===== src/design/qpht_pkg.sv =====
// Package of the quadratic-probe hash table: sizes, command and status codes,
// request, result and queue entry types.
// Depends on nothing; every other design file imports it.
package qpht_pkg;

  // Table geometry.
  localparam int unsigned TABLE_SIZE = 71;
  localparam int unsigned KEY_BYTES  = 8;
  localparam logic [7:0]  SKIP_BYTE  = 8'd13;

  // Field widths fixed by the interface.
  localparam int unsigned CMD_W      = 2;
  localparam int unsigned KEY_W      = 64;
  localparam int unsigned PAY_W      = 32;
  localparam int unsigned STATUS_W   = 2;
  localparam int unsigned SLOT_IDX_W = 7;

  // Internal widths derived from the table geometry.
  localparam int unsigned SLOT_W  = $clog2(TABLE_SIZE);
  localparam int unsigned CNT_W   = $clog2(TABLE_SIZE + 1);
  localparam int unsigned SUM_W   = $clog2(KEY_BYTES * 255 + 1);

  // Home slot is sum mod TABLE_SIZE, done with a reciprocal multiply.
  localparam int unsigned RECIP_SHIFT = 16;
  localparam int unsigned RECIP       = (2 ** RECIP_SHIFT) / TABLE_SIZE;
  localparam int unsigned PROD_W      = SUM_W + RECIP_SHIFT;

  typedef enum logic [CMD_W-1:0] {
    CMD_INSERT = 2'd0,
    CMD_DELETE = 2'd1,
    CMD_FIND   = 2'd2
  } cmd_e;

  typedef enum logic [STATUS_W-1:0] {
    ST_DONE    = 2'd0,
    ST_FULL    = 2'd1,
    ST_MISSING = 2'd2
  } status_e;

  typedef struct packed {
    logic [CMD_W-1:0] command;
    logic [KEY_W-1:0] key_bytes;
    logic [PAY_W-1:0] payload;
  } req_t;

  typedef struct packed {
    logic [STATUS_W-1:0]   status;
    logic [SLOT_IDX_W-1:0] slot_index;
    logic [PAY_W-1:0]      payload_out;
  } rsp_t;

  typedef struct packed {
    logic [CMD_W-1:0]  command;
    logic [KEY_W-1:0]  key_bytes;
    logic [PAY_W-1:0]  payload;
    logic [SLOT_W-1:0] home;
  } cmd_entry_t;

endpackage


===== src/design/qpht_cmd_queue.sv =====
// Two-entry queue of classified commands between front and back end.
// Depends on qpht_pkg.
module qpht_cmd_queue (
  input  logic                 clk_i,
  input  logic                 rst_ni,
  input  logic                 push_i,
  input  qpht_pkg::cmd_entry_t entry_i,
  output logic                 full_o,
  input  logic                 pop_i,
  output logic                 empty_o,
  output qpht_pkg::cmd_entry_t entry_o
);
  import qpht_pkg::*;

  cmd_entry_t  slots_q [2];
  logic        wr_ptr_q, rd_ptr_q;
  logic [1:0]  count_q, count_d;
  logic        do_push, do_pop;

  assign full_o  = (count_q == 2'd2);
  assign empty_o = (count_q == 2'd0);
  assign do_push = push_i && !full_o;
  assign do_pop  = pop_i && !empty_o;
  assign entry_o = slots_q[rd_ptr_q];

  always_comb begin
    count_d = count_q;
    if (do_push && !do_pop) begin
      count_d = count_q + 2'd1;
    end else if (do_pop && !do_push) begin
      count_d = count_q - 2'd1;
    end
  end

  always_ff @(posedge clk_i or negedge rst_ni) begin
    if (!rst_ni) begin
      wr_ptr_q <= 1'b0;
      rd_ptr_q <= 1'b0;
      count_q  <= '0;
    end else begin
      count_q <= count_d;
      if (do_push) begin
        wr_ptr_q <= !wr_ptr_q;
      end
      if (do_pop) begin
        rd_ptr_q <= !rd_ptr_q;
      end
    end
  end

  always_ff @(posedge clk_i) begin
    if (do_push) begin
      slots_q[wr_ptr_q] <= entry_i;
    end
  end

endmodule


===== config.mk =====
export PLATFORM = sky130hd
export DESIGN_NAME = qpht_cmd_queue
export DESIGN_NICKNAME = d
export VERILOG_FILES = /design/src/design/qpht_pkg.sv /design/src/design/qpht_cmd_queue.sv
export SDC_FILE = /design/constraint.sdc
export NUM_CORES = 1
export LEC_CHECK = 0
export ABC_AREA = 1
export ABC_CLOCK_PERIOD_IN_PS = 5150
export BUFFER_PORTS_ARGS = -buffer_cell sky130_fd_sc_hd__buf_4
export CAP_MARGIN = 20
export CORE_MARGIN = 2
export CORE_UTILIZATION = 36
export CTS_BUF_LIST = sky130_fd_sc_hd__clkbuf_8
export DETAILED_ROUTE_END_ITERATION = 8
export SLEW_MARGIN = 20
export SYNTH_ARGS = -nofsm -noshare
export SYNTH_HDL_FRONTEND = slang
export SYNTH_SLANG_ARGS = --single-unit

===== constraint.sdc =====
create_clock -name clk_i -period 5.15 [get_ports clk_i]
set_input_delay 1.545 -clock clk_i [delete_from_list [all_inputs] [get_ports clk_i]]
set_output_delay 1.545 -clock clk_i [all_outputs]
set_load 0.005 [all_outputs]

== Yosys cells after proc, flatten, opt, wreduce, memory -nomap -nowiden ==
Memory sizes are Yosys's and may differ from the RTL's.
Index checks and enable logic that the tools add are counted.

* Bits of input ports: 109
* Memories kept: 1
* RAM bits: 210
* Output and inout port bits: 107
* Register bits: 4

* Add/sub/neg operators: 2
* Reduce and logical (&&, ||, !) cells: 12
* Eq/ne operators: 1
* Muxes and demuxes: 4

{| class="wikitable"
|+ Memory list
! name !! depth !! width !! rd ports !! clocked after Yosys merged registers in !! wr ports !! RTL line !! text
|-
| slots_q || 2 || 105 || 1 || 0 || 1 || qpht_cmd_queue.sv:15 || <nowiki>cmd_entry_t slots_q [2];</nowiki>
|}

{| class="wikitable"
|+ Operators by type and width
! cell !! count
|-
| 1-bit logical NOT || 6
|-
| 1-bit logical AND || 4
|-
| 2-bit 2-to-1 mux || 2
|-
| 2-bit by 1-bit adder with 2-bit output (second input constant) || 1
|-
| 2-bit == test (second input constant) || 1
|-
| 2-bit logical NOT || 1
|-
| 1-bit 2-to-1 mux || 2
|-
| 2-bit nonzero test || 1
|-
| 2-bit by 1-bit subtractor with 2-bit output (second input constant) || 1
|}

== Longest topological paths before layout ==
* Depth in word-level cells: 7
* Depth in mapped cells: 9
* Gate-level depth less buffers: 9

== Least setup slack after synthesis ==
No wires, ideal clock.

* Kind: in2reg
* From: input push_i
* To: memory slots_q[1][0] (netlist name) (enable)
* Data arrival time: 6.019 ns
* Cell stages on the path: 2
* Required time: 4.580 ns
* Setup slack: -1.439 ns
* Library setup time: 0.570 ns
* Path buffers: 0
* Cells stage by stage: o21ai_0 -> nor2_1

* Word-level cells in the longest chain between the ends: 3

{| class="wikitable"
|+ RTL lines
! element !! RTL line !! text
|-
| start: declaration || qpht_cmd_queue.sv:6 || <nowiki>input logic push_i,</nowiki>
|-
| 1-bit logical AND || qpht_cmd_queue.sv:22 || <nowiki>assign do_push = push_i && !full_o;</nowiki>
|-
| 1-bit 2-to-1 mux || qpht_cmd_queue.sv:52 || <nowiki>if (do_push) begin</nowiki>
|-
| 1-bit 2-to-1 mux (implied by the code) || qpht_cmd_queue.sv:53 || <nowiki>slots_q[wr_ptr_q] <= entry_i;</nowiki>
|-
| end: declaration || qpht_cmd_queue.sv:15 ||
|}

No other way between the ends.

==> flow_metrics.env <==
export IMPL_synth_top_area_share_pct=80.1
export IMPL_ant_nets=0
export IMPL_synth_top_cell_by_area="edfxtp_1"
export IMPL_grt_ovfl_total=0
export IMPL_drv_slew=0
export IMPL_yosys_register_bits=214
export IMPL_finalWirelength_um=16300
export IMPL_syn_nets=690
export IMPL_cts_clk_slew_worst_paths_ns=0.06
export IMPL_grt_util_met3_pct=5.05
export IMPL_utilization_pct=47.9
export IMPL_drt_iter0_drc=229
export IMPL_clock_sink_count=214
export IMPL_p_leak_uw=0.00443
export IMPL_vias=4890
export IMPL_arrival_ns=2.50
export IMPL_yosysUniqueCellTypes=15
export IMPL_tns_ns=0
export IMPL_grt_util_met2_pct=22.8
export IMPL_final_layout_size_suffix_gt1_share_pct=31.9
export IMPL_dpl_hpwl_um=10300
export IMPL_critPathCaptureType="primary output"
export IMPL_firstDrtPassIters=4
export IMPL_post_cts_setup_buffers=0
export IMPL_die_y_um=152
export IMPL_ctsResizeCount=0
export IMPL_maxSlewHeadroom_pct=35.8
export IMPL_hold_viol=0
export IMPL_crit_chain="inv_4, buf_4, nand2_1, nand2_1, buf_4"
export IMPL_synth_sequential_area_ratio_pct=81.3
export IMPL_setup_viol=0
export IMPL_syn2layout_area_growth_pct=31.4
export IMPL_tritoncts="done"
export IMPL_via_per_inst=4.39
export IMPL_met1_usage_pct=17.3
export IMPL_initial_core_util_pct=36.4
export IMPL_p_per_area_nw_per_um2=539
export IMPL_cts_buffer_depth=3
export IMPL_start_kind="register"
export IMPL_cap_violations=0
export IMPL_die_w_um=152
export IMPL_clock_latency_ns=0.51
export IMPL_worstMarginPinSlew_ns=0.961
export IMPL_clock_root_buffer="clkbuf_8"
export IMPL_critPathSlowestCell="dfrtp_4"
export IMPL_rsz0062_at_grt="no"
export IMPL_antenna_found_initial=0
export IMPL_final_cell_mix="nand2_1 (324), buf_4 (220), edfxtp_1 (210)"
export IMPL_wl_per_cell_um=14.6
export IMPL_place_congestion=0.735
export IMPL_cts_buffers=35
export IMPL_postCtsHoldBufs=0
export IMPL_fmax_ghz=0.247
export IMPL_netlist_area_um2=7880
export IMPL_cp_required_ns=3.61
export IMPL_vdd_ir_drop_max_v=0.000276
export IMPL_ys_warnings_count=0
export IMPL_worst_path_buf_inv=3
export IMPL_finalNetCount=926
export IMPL_rows=54
export IMPL_busiest_layer="met2"
export IMPL_final_setup_skew_ns=0.0174
export IMPL_core_area_um2=21600
export IMPL_fin_crit_ns=4.04
export IMPL_dieArea_um2=23100
export IMPL_avgSynthCellArea_um2=13.6
export IMPL_grt_pass1_wl_um=25600
export IMPL_grt_total_usage_pct=14.0
export IMPL_numPortBuffers=215
export IMPL_io_pins=216
export IMPL_ctsHtreeMaxLevel=2
export IMPL_synthTopCellsByArea="edfxtp_1 (80%), nand2_1 (15%), dfrtp_1 (1.3%)"
export IMPL_crit_family="buffers and inverters"
export IMPL_grt_start_max_net_pins=58
export IMPL_cp_slowest_stage_delay_ns=0.71
export IMPL_num_antenna_cells=0
export IMPL_grt_pass1_vias=4921
export IMPL_path_max_fanout=53
export IMPL_route_detailed_drc=0
export IMPL_final_common_cell="nand2_1"
export IMPL_worst_setup_path_type="reg2out"
export IMPL_hp_class="reg2reg"
export IMPL_status="finished, final reports clean"
export IMPL_synthCells=580
export IMPL_finalCritPeriodShare_pct=78.5
-- state kept, by name, indices dropped and copies added (netlist names) --
signal,count
rd_ptr_q,1
wr_ptr_q,1
count_q,2
slots_q,210
-- layout make-up --
cell class,instances,area [um^2]
clock buffers,36,495
fillers,1941,11300
repair buffers,222,1690
clock inverters,19,82.6
flip-flops and latches,214,6410
inverters,8,35.0
well taps,280,350
multi-input cells,335,1290
-- worst reg2reg max path: cells and delay by family (launching register included) --
| kind | cells | cell delay, ns |
|---|---|---|
| buf+inv | 1 | 0.43 |
| compound gates | 1 | 0.23 |
| simple gates | 1 | 0.78 |
| flops | 1 | 0.45 |
-- cells by family (layout without fill, tap and decap cells) --
| group | count (synthesis) | after routing | synth area share, % |
|---|---|---|---|
| simple gates | 331 | 331 | 15.9 |
| flops | 214 | 214 | 81.3 |
| buf+inv | 31 | 285 | 2.41 |
| compound gates | 2 | 2 | 0.127 |
| fa+ha+maj | 1 | 1 | 0.159 |
| xor+xnor | 1 | 1 | 0.111 |
-- worst paths after layout --
kind | startpoint | to | slack, ns | depth (start not counted)
max in group asynchronous | rst_ni | rd_ptr_q | 4.21 | 1
min in group asynchronous | rst_ni | count_q[0] | 0.82 | 1
worst min register to register | wr_ptr_q | wr_ptr_q | 0.48 | 2
worst max-delay path | rd_ptr_q | entry_o[47] | 1.11 | 5
worst max register to register | count_q[0] | slots_q[1][39] | 2.93 | 3
worst min-delay path | wr_ptr_q | wr_ptr_q | 0.48 | 2
-- cell usage after synthesis --
library cell,count
nand2_1,324
edfxtp_1,210
buf_2,15
inv_1,7
buf_6,6
dfrtp_1,4
nor2_1,4
buf_4,2
o21ai_0,2
ha_1,1
inv_4,1
nand3_1,1
nand3b_1,1
nand4_1,1
xnor2_1,1
-- per-stage QoR --
stage	power (uW)	cells	hold slack [ns]	cell area, um^2	worst slack [ns]
after floorplan	3440	580	0.449	7880	0.317
after global placement	4390	1059	0.465	9780	1.55
after detailed placement	4410	1059	0.469	9780	1.53
after CTS	5690	1114	0.486	10400	0.965
after global routing	5980	1114	0.533	10400	0.852
final	5580	1114	0.481	10400	1.11
-- power by group --
group / switching, uW / internal [uW] / leakage (uW)
logic: 999 / 800 / 0.00210
registers: 147 / 2380 / 0.00200
clock network: 614 / 642 / 0.000332
-- per-layer routing --
layer / wire length, um / vias to the layer above
li1: - / 2419
met1: 6870 / 2255
met2: 7710 / 182
met3: 1330 / 34
met4: 384 / 0
met5: 0 / -
Power figures use the tool's default switching activity.
