## config.mk

```make
export PLATFORM = sky130hd
export DESIGN_NAME = qpht_front
export DESIGN_NICKNAME = d
export VERILOG_FILES = /design/src/design/qpht_pkg.sv /design/src/design/qpht_front.sv
export SDC_FILE = /design/constraint.sdc
export NUM_CORES = 1
export LEC_CHECK = 0
export BUFFER_PORTS_ARGS = -buffer_cell sky130_fd_sc_hd__buf_2
export CAP_MARGIN = 20
export CORE_MARGIN = 3
export CORE_UTILIZATION = 33
export DETAILED_ROUTE_END_ITERATION = 16
export PLACE_DENSITY = 0.62
export SLEW_MARGIN = 0
export SYNTH_ARGS = -nofsm -noshare
export SYNTH_HDL_FRONTEND = slang
export SYNTH_SLANG_ARGS = --single-unit
```

## constraint.sdc

```tcl
create_clock -name clk_i -period 24.7 [get_ports clk_i]
set_clock_uncertainty 0.05 [all_clocks]
set_input_delay 1.235 -clock clk_i [delete_from_list [all_inputs] [get_ports clk_i]]
set_output_delay 1.235 -clock clk_i [all_outputs]
set_load 0.01 [all_outputs]
```

## src/design/qpht_pkg.sv

```systemverilog
// Package of the quadratic-probe hash table: sizes, command and status codes,
// request, result and queue entry types.
// Depends on nothing; every other design file imports it.
package qpht_pkg;

  // Table geometry.
  localparam int unsigned TABLE_SIZE = 71;
  localparam int unsigned KEY_BYTES  = 8;
  localparam logic [7:0]  SKIP_BYTE  = 8'd13;

  // Field widths fixed by the interface.
  localparam int unsigned CMD_W      = 2;
  localparam int unsigned KEY_W      = 64;
  localparam int unsigned PAY_W      = 32;
  localparam int unsigned STATUS_W   = 2;
  localparam int unsigned SLOT_IDX_W = 7;

  // Internal widths derived from the table geometry.
  localparam int unsigned SLOT_W  = $clog2(TABLE_SIZE);
  localparam int unsigned CNT_W   = $clog2(TABLE_SIZE + 1);
  localparam int unsigned SUM_W   = $clog2(KEY_BYTES * 255 + 1);

  // Home slot is sum mod TABLE_SIZE, done with a reciprocal multiply.
  localparam int unsigned RECIP_SHIFT = 16;
  localparam int unsigned RECIP       = (2 ** RECIP_SHIFT) / TABLE_SIZE;
  localparam int unsigned PROD_W      = SUM_W + RECIP_SHIFT;

  typedef enum logic [CMD_W-1:0] {
    CMD_INSERT = 2'd0,
    CMD_DELETE = 2'd1,
    CMD_FIND   = 2'd2
  } cmd_e;

  typedef enum logic [STATUS_W-1:0] {
    ST_DONE    = 2'd0,
    ST_FULL    = 2'd1,
    ST_MISSING = 2'd2
  } status_e;

  typedef struct packed {
    logic [CMD_W-1:0] command;
    logic [KEY_W-1:0] key_bytes;
    logic [PAY_W-1:0] payload;
  } req_t;

  typedef struct packed {
    logic [STATUS_W-1:0]   status;
    logic [SLOT_IDX_W-1:0] slot_index;
    logic [PAY_W-1:0]      payload_out;
  } rsp_t;

  typedef struct packed {
    logic [CMD_W-1:0]  command;
    logic [KEY_W-1:0]  key_bytes;
    logic [PAY_W-1:0]  payload;
    logic [SLOT_W-1:0] home;
  } cmd_entry_t;

endpackage

```

## src/design/qpht_front.sv

```systemverilog
// Front end of the hash table: accepts requests and computes the home slot.
// Depends on qpht_pkg.
module qpht_front (
  input  logic                clk_i,
  input  logic                rst_ni,
  input  logic                push,
  output logic                full,
  input  qpht_pkg::req_t      req_i,
  output logic                q_push_o,
  input  logic                q_full_i,
  output qpht_pkg::cmd_entry_t q_entry_o
);
  import qpht_pkg::*;

  logic              s1_valid_q, s1_valid_d;
  req_t              s1_req_q;
  logic [SUM_W-1:0]  s1_sum_q;
  logic [SUM_W-1:0]  byte_sum;

  logic              s2_valid_q, s2_valid_d;
  req_t              s2_req_q;
  logic [SUM_W-1:0]  s2_sum_q;
  logic [SUM_W-1:0]  s2_quo_q;

  logic [PROD_W-1:0] prod;
  logic [SUM_W-1:0]  rem_raw;
  logic [SUM_W-1:0]  rem;

  logic s1_ready, s2_ready, in_acc, s1_adv;

  // Key byte sum, bytes equal to the skip value left out.
  always_comb begin
    byte_sum = '0;
    for (int i = 0; i < int'(KEY_BYTES); i++) begin
      if (req_i.key_bytes[8*i +: 8] != SKIP_BYTE) begin
        byte_sum = byte_sum + SUM_W'(req_i.key_bytes[8*i +: 8]);
      end
    end
  end

  assign prod = PROD_W'(s1_sum_q) * PROD_W'(RECIP);

  // Quotient estimate is exact or one low, so one correction suffices.
  always_comb begin
    rem_raw = s2_sum_q - SUM_W'(s2_quo_q * SUM_W'(TABLE_SIZE));
    rem     = rem_raw;
    if (rem_raw >= SUM_W'(TABLE_SIZE)) begin
      rem = rem_raw - SUM_W'(TABLE_SIZE);
    end
  end

  assign s2_ready = !s2_valid_q || !q_full_i;
  assign s1_ready = !s1_valid_q || s2_ready;
  assign full     = !s1_ready;
  assign in_acc   = push && s1_ready;
  assign s1_adv   = s1_valid_q && s2_ready;

  assign q_push_o  = s2_valid_q && !q_full_i;
  assign q_entry_o = '{command:   s2_req_q.command,
                       key_bytes: s2_req_q.key_bytes,
                       payload:   s2_req_q.payload,
                       home:      SLOT_W'(rem)};

  always_comb begin
    s1_valid_d = s1_valid_q;
    if (s1_ready) begin
      s1_valid_d = push;
    end
    s2_valid_d = s2_valid_q;
    if (s2_ready) begin
      s2_valid_d = s1_valid_q;
    end
  end

  always_ff @(posedge clk_i or negedge rst_ni) begin
    if (!rst_ni) begin
      s1_valid_q <= 1'b0;
      s2_valid_q <= 1'b0;
    end else begin
      s1_valid_q <= s1_valid_d;
      s2_valid_q <= s2_valid_d;
    end
  end

  always_ff @(posedge clk_i) begin
    if (in_acc) begin
      s1_req_q <= req_i;
      s1_sum_q <= byte_sum;
    end
    if (s1_adv) begin
      s2_req_q <= s1_req_q;
      s2_sum_q <= s1_sum_q;
      s2_quo_q <= prod[RECIP_SHIFT +: SUM_W];
    end
  end

endmodule

```

# == Word level (Yosys, flattened, before mapping) ==
# Cells that the tools add are included.
# totals
ff_bits,225
output_inout_bits,107
# classes
addsub,9
multipliers,2
magnitude_cmp,1
eq_ne,8
mux,9
n_reduce_logical,9
# op_table
operator,count
$add A11 B8 Y11,7
$mux W11,7
$ne A8 B4 Y1 const B,8
$mul A11 B10 Y21 const B,1
$ge A11 B7 Y1 const B,1
$mul A5 B7 Y11 const B,1
$sub A11 B11 Y11,1
$mux W8,1
$mux W7,1
$sub A7 B7 Y7 const B,1
$logic_not A1 Y1,4
$logic_and A1 B1 Y1,3
$logic_or A1 B1 Y1,2

# == Logic depth before layout (Yosys ltp) ==
# depth
depth_word,16
mapped_depth,44
ltp_nobuf,44

# == Least setup slack after synthesis ==
# OpenSTA, ideal clock, no wires.
# synth_path
path_kind,input-to-reg
start,input port q_full_i
end,register s2_req_q (netlist bit q_entry_o[100]) (enable)
arrival_ns,9.449
required_time_ns,23.889
slack_ns,14.440
path_stages,1
n_path_buf,0
cell_sequence,a21boi_0
# synth_via
elab_chain_len,3
# synth_lines
item,line,source
"start, declared",qpht_front.sv:10,"input logic q_full_i,"
$logic_not A1 Y1,qpht_front.sv:52,assign s2_ready = !s2_valid_q || !q_full_i;
$logic_or A1 B1 Y1,qpht_front.sv:52,
$logic_and A1 B1 Y1,qpht_front.sv:56,assign s1_adv = s1_valid_q && s2_ready;
"end signal, assigned",qpht_front.sv:91,s2_req_q <= s1_req_q;
"end, declared",qpht_front.sv:21,req_t s2_req_q;
# Every way passes these cells.
# A chain may end at the register's enable or synchronous reset.

# == Worst setup path after layout ==
# layout_path
start,input port req_i[36] (netlist name)
end,"register s1_sum_q[10], data pin"
# layout_via
elab_chain_len,16
# layout_lines
item,line,source
"start, declared",qpht_front.sv:8,"input qpht_pkg::req_t req_i,"
$ne A8 B4 Y1,qpht_front.sv:35,if (req_i.key_bytes[8*i +: 8] != SKIP_BYTE) begin
$mux W8 (*),qpht_front.sv:35,
$add A11 B8 Y11,qpht_front.sv:36,byte_sum = byte_sum + SUM_W'(req_i.key_bytes[8*i +: 8]);
$mux W11 (*),qpht_front.sv:35,
$add A11 B8 Y11,qpht_front.sv:36,
$mux W11 (*),qpht_front.sv:35,
$add A11 B8 Y11,qpht_front.sv:36,
$mux W11 (*),qpht_front.sv:35,
$add A11 B8 Y11,qpht_front.sv:36,
$mux W11 (*),qpht_front.sv:35,
$add A11 B8 Y11,qpht_front.sv:36,
$mux W11 (*),qpht_front.sv:35,
$add A11 B8 Y11,qpht_front.sv:36,
$mux W11 (*),qpht_front.sv:35,
$add A11 B8 Y11,qpht_front.sv:36,
$mux W11 (*),qpht_front.sv:35,
via byte_sum[10],qpht_front.sv:18,logic [SUM_W-1:0] byte_sum;
"end signal, assigned",qpht_front.sv:88,s1_sum_q <= byte_sum;
"end, declared",qpht_front.sv:17,logic [SUM_W-1:0] s1_sum_q;
# Mark *: on every way through the listed nets, which the timed path passes. The rest lies on a longest branch.

==> results.yml <==
run_status:
  status: "finished, final reports clean"
min_path:
  hp-class: "reg -> reg"
  worstHoldEndpoint: "q_entry_o[44]$_DFFE_PP_"
  min-delay-start: "s1_req_q[37]$_DFFE_PP_"
  hold_path_depth: 0
clock_tree:
  clk_pin_slew_ns: 0.06
  root_buffer: "clkbuf_16"
  h-tree-depth: 1
  cts_buffers: 27
  post-cts-setup-buffers: 0
  cts.sinks: 225
  cts_resized: 0
  hold_buffers: 0
  cts_buffer_depth: 3
  cts_tree: "done"
  clock_latency_ns: 0.54
critical_path:
  r2r_slack_ns: 19.45
  cp_data_required_time_ns: 24.94
  r2r_start: "s1_sum_q[3]$_DFFE_PP_"
  arrival_ns: 9.39
  startpoint_type: "input pin"
  worstRegToRegCells: 16
  worst-setup-path-type: "in -> reg"
  timing.critical_path.slowest_cell_delay_ns: 0.43
  crit_path_top_delay_cell: "fa_1"
  cp_common_cell: "ha_1"
  r2r_end: "s2_quo_q[4]$_DFFE_PP_"
  end_kind: "flop"
  crit_fanout: 5
finish:
  final_common_cell: "edfxtp_1"
  syn2layout_area_growth_pct: 19.8
  nets: 1580
  drive_above_1_share_pct: 22.5
  final_cell_mix: "223 x edfxtp_1, 208 x buf_2, 158 x ha_1, 111 x inv_1, 62 x nor2_1"
synthesis:
  syn_nets: 1351
  synth_cells: 1039
  synth_edf_count: 223
  ys_seq_elements: 225
  ys_async_sr_fraction_pct: 0.889
  syn_avg_cell_area_sq_um: 12.9
  ys_seq_area_share_pct: 50.4
  synthFlopType: "edfxtp_1"
  syn-cell-area_sq_um: 13400
  ys_types: 59
  yosys_warnings: 0
global_route:
  grt_pass1_vias: 8853
  grt_pass1_wl_um: 46600
  grt-ovfl-total: 0
  grt_usage_pct: 13.3
  grt_max_degree: 69
  antenna_found_initial: 3
sta:
  finalCritPeriodShare_pct: 37.0
  maxClockFrequency_mhz: 109
  hold_viol: 0
  fin_crit_ns: 9.15
  tightest_slew_ns: 0.953
  tns_ns: 0
  grt_setup_unrepaired: "false"
  drv_slew: 0
  setup_viol: 0
  slew_headroom_pct: 36.4
drt:
  drc: 0
  first_iter_violations: 388
  dr_total_vias: 8669
  drtPass1Iterations: 5
  vias_per_cell: 4.78
  ant_nets: 0
  routed_wl_um: 28800
  wl_per_cell_um: 15.9
floorplanning:
  die_w_um: 207
  rows: 73
  die_y_um: 207
  coreArea_sq_um: 39900
  die-area_sq_um: 43000
  ios: 209
  start_util_pct: 33.5
placement:
  dpl.hpwl_um: 22500
  port_buffers: 208
  gp_congestion: 0.835
flow_run:
  cap_violations: 0
Yosys cell counts (all sizes together) (15+ instances only):
library cell / instances / area share [%]
fa: 52 / 7.8
a21oi: 40 / 1.5
a21o: 20 / 1.1
nor3: 15 / 0.56
mux2: 25 / 2.1
xnor2: 47 / 3.1
o21ai: 41 / 1.5
a211oi: 18 / 1.0
nor2b: 20 / 0.94
edfxtp: 223 / 50
inv: 111 / 3.1
o21a: 22 / 1.2
nand2: 39 / 1.1
nor2: 63 / 1.8
ha: 158 / 15
how the worst max path moves through the flow:
stage / slack (ns) / to / cells after the start / start
final: 15.55 / s1_sum_q[10]$_DFFE_PP_ / 42 / req_i[36]
after global routing: 14.70 / s1_sum_q[10]$_DFFE_PP_ / 42 / req_i[36]
after CTS: 15.55 / s1_sum_q[10]$_DFFE_PP_ / 41 / req_i[36]
after detailed placement: 15.00 / s1_sum_q[10]$_DFFE_PP_ / 41 / req_i[36]
after global placement: 15.16 / s1_sum_q[10]$_DFFE_PP_ / 42 / req_i[36]
after floorplan: 14.44 / q_entry_o[100]$_DFFE_PP_ / 1 / q_full_i
routing by layer:
| layer | global-route usage, % | vias up | wire length (um) |
|---|---|---|---|
| li1 | - | 4283 | - |
| met1 | 17.1 | 4179 | 12700 |
| met2 | 22.8 | 154 | 14100 |
| met3 | 2.42 | 53 | 1220 |
| met4 | 4.26 | 0 | 882 |
| met5 | 0 | - | 0 |
stage by stage:
step           util (%)  hold slack [ns]  cells  cell area (sq um)  setup slack (ns)
3_5_place_dp       37.7            0.355   1764              15100             15.00
5_1_grt            40.1            0.369   1815              16000             14.70
2_1_floorplan         -            0.350   1039              13400             14.44
4_1_cts            40.1            0.361   1812              16000             15.55
6_report           40.1            0.367   1815              16000             15.55
3_3_place_gp       37.7            0.351   1764              15100             15.16
kinds of logic after synthesis:
logic type	after synthesis	synth area share (%)
XOR/XNOR	57	3.73
adder cells (fa/ha/maj)	210	22.6
multiplexers	28	2.36
flip-flops	225	50.4
AND/OR/NAND/NOR	194	7.27
buffers and inverters	122	3.49
AO/OA/AOI/OAI	203	10.2
final cells by class:
type                            instances  area, sq um
Fill cell                            3754        23900
Sequential cell                       225         6750
Multi-Input combinational cell        692         6180
Timing Repair Buffer                  211         1060
Clock buffer                           33          698
Tap cell                              525          657
Inverter                              111          417
Clock inverter                         15          255
Antenna cell                            3         7.51
sequential cells by signal, summed over array words and instances, names as in the netlist:
signal and flops:
q_entry_o 98, s1_valid_q 1, s1_req_q 98, s2_valid_q 1, s2_quo_q 5, s2_sum_q 11, s1_sum_q 11
critical path: cells and delay by family:
family	cells	cell delay, ns
AOI/OAI and AO/OA	22	3.64
xor gates and xnor gates	1	0.14
adders and majority gates	8	2.54
buffers and inverters	2	0.18
muxes	1	0.30
and+or+nand+nor	8	1.36
Power is left out: the tool's default activity adds up to more than one toggle a clock period on the data nets, which glitch-free logic cannot reach.
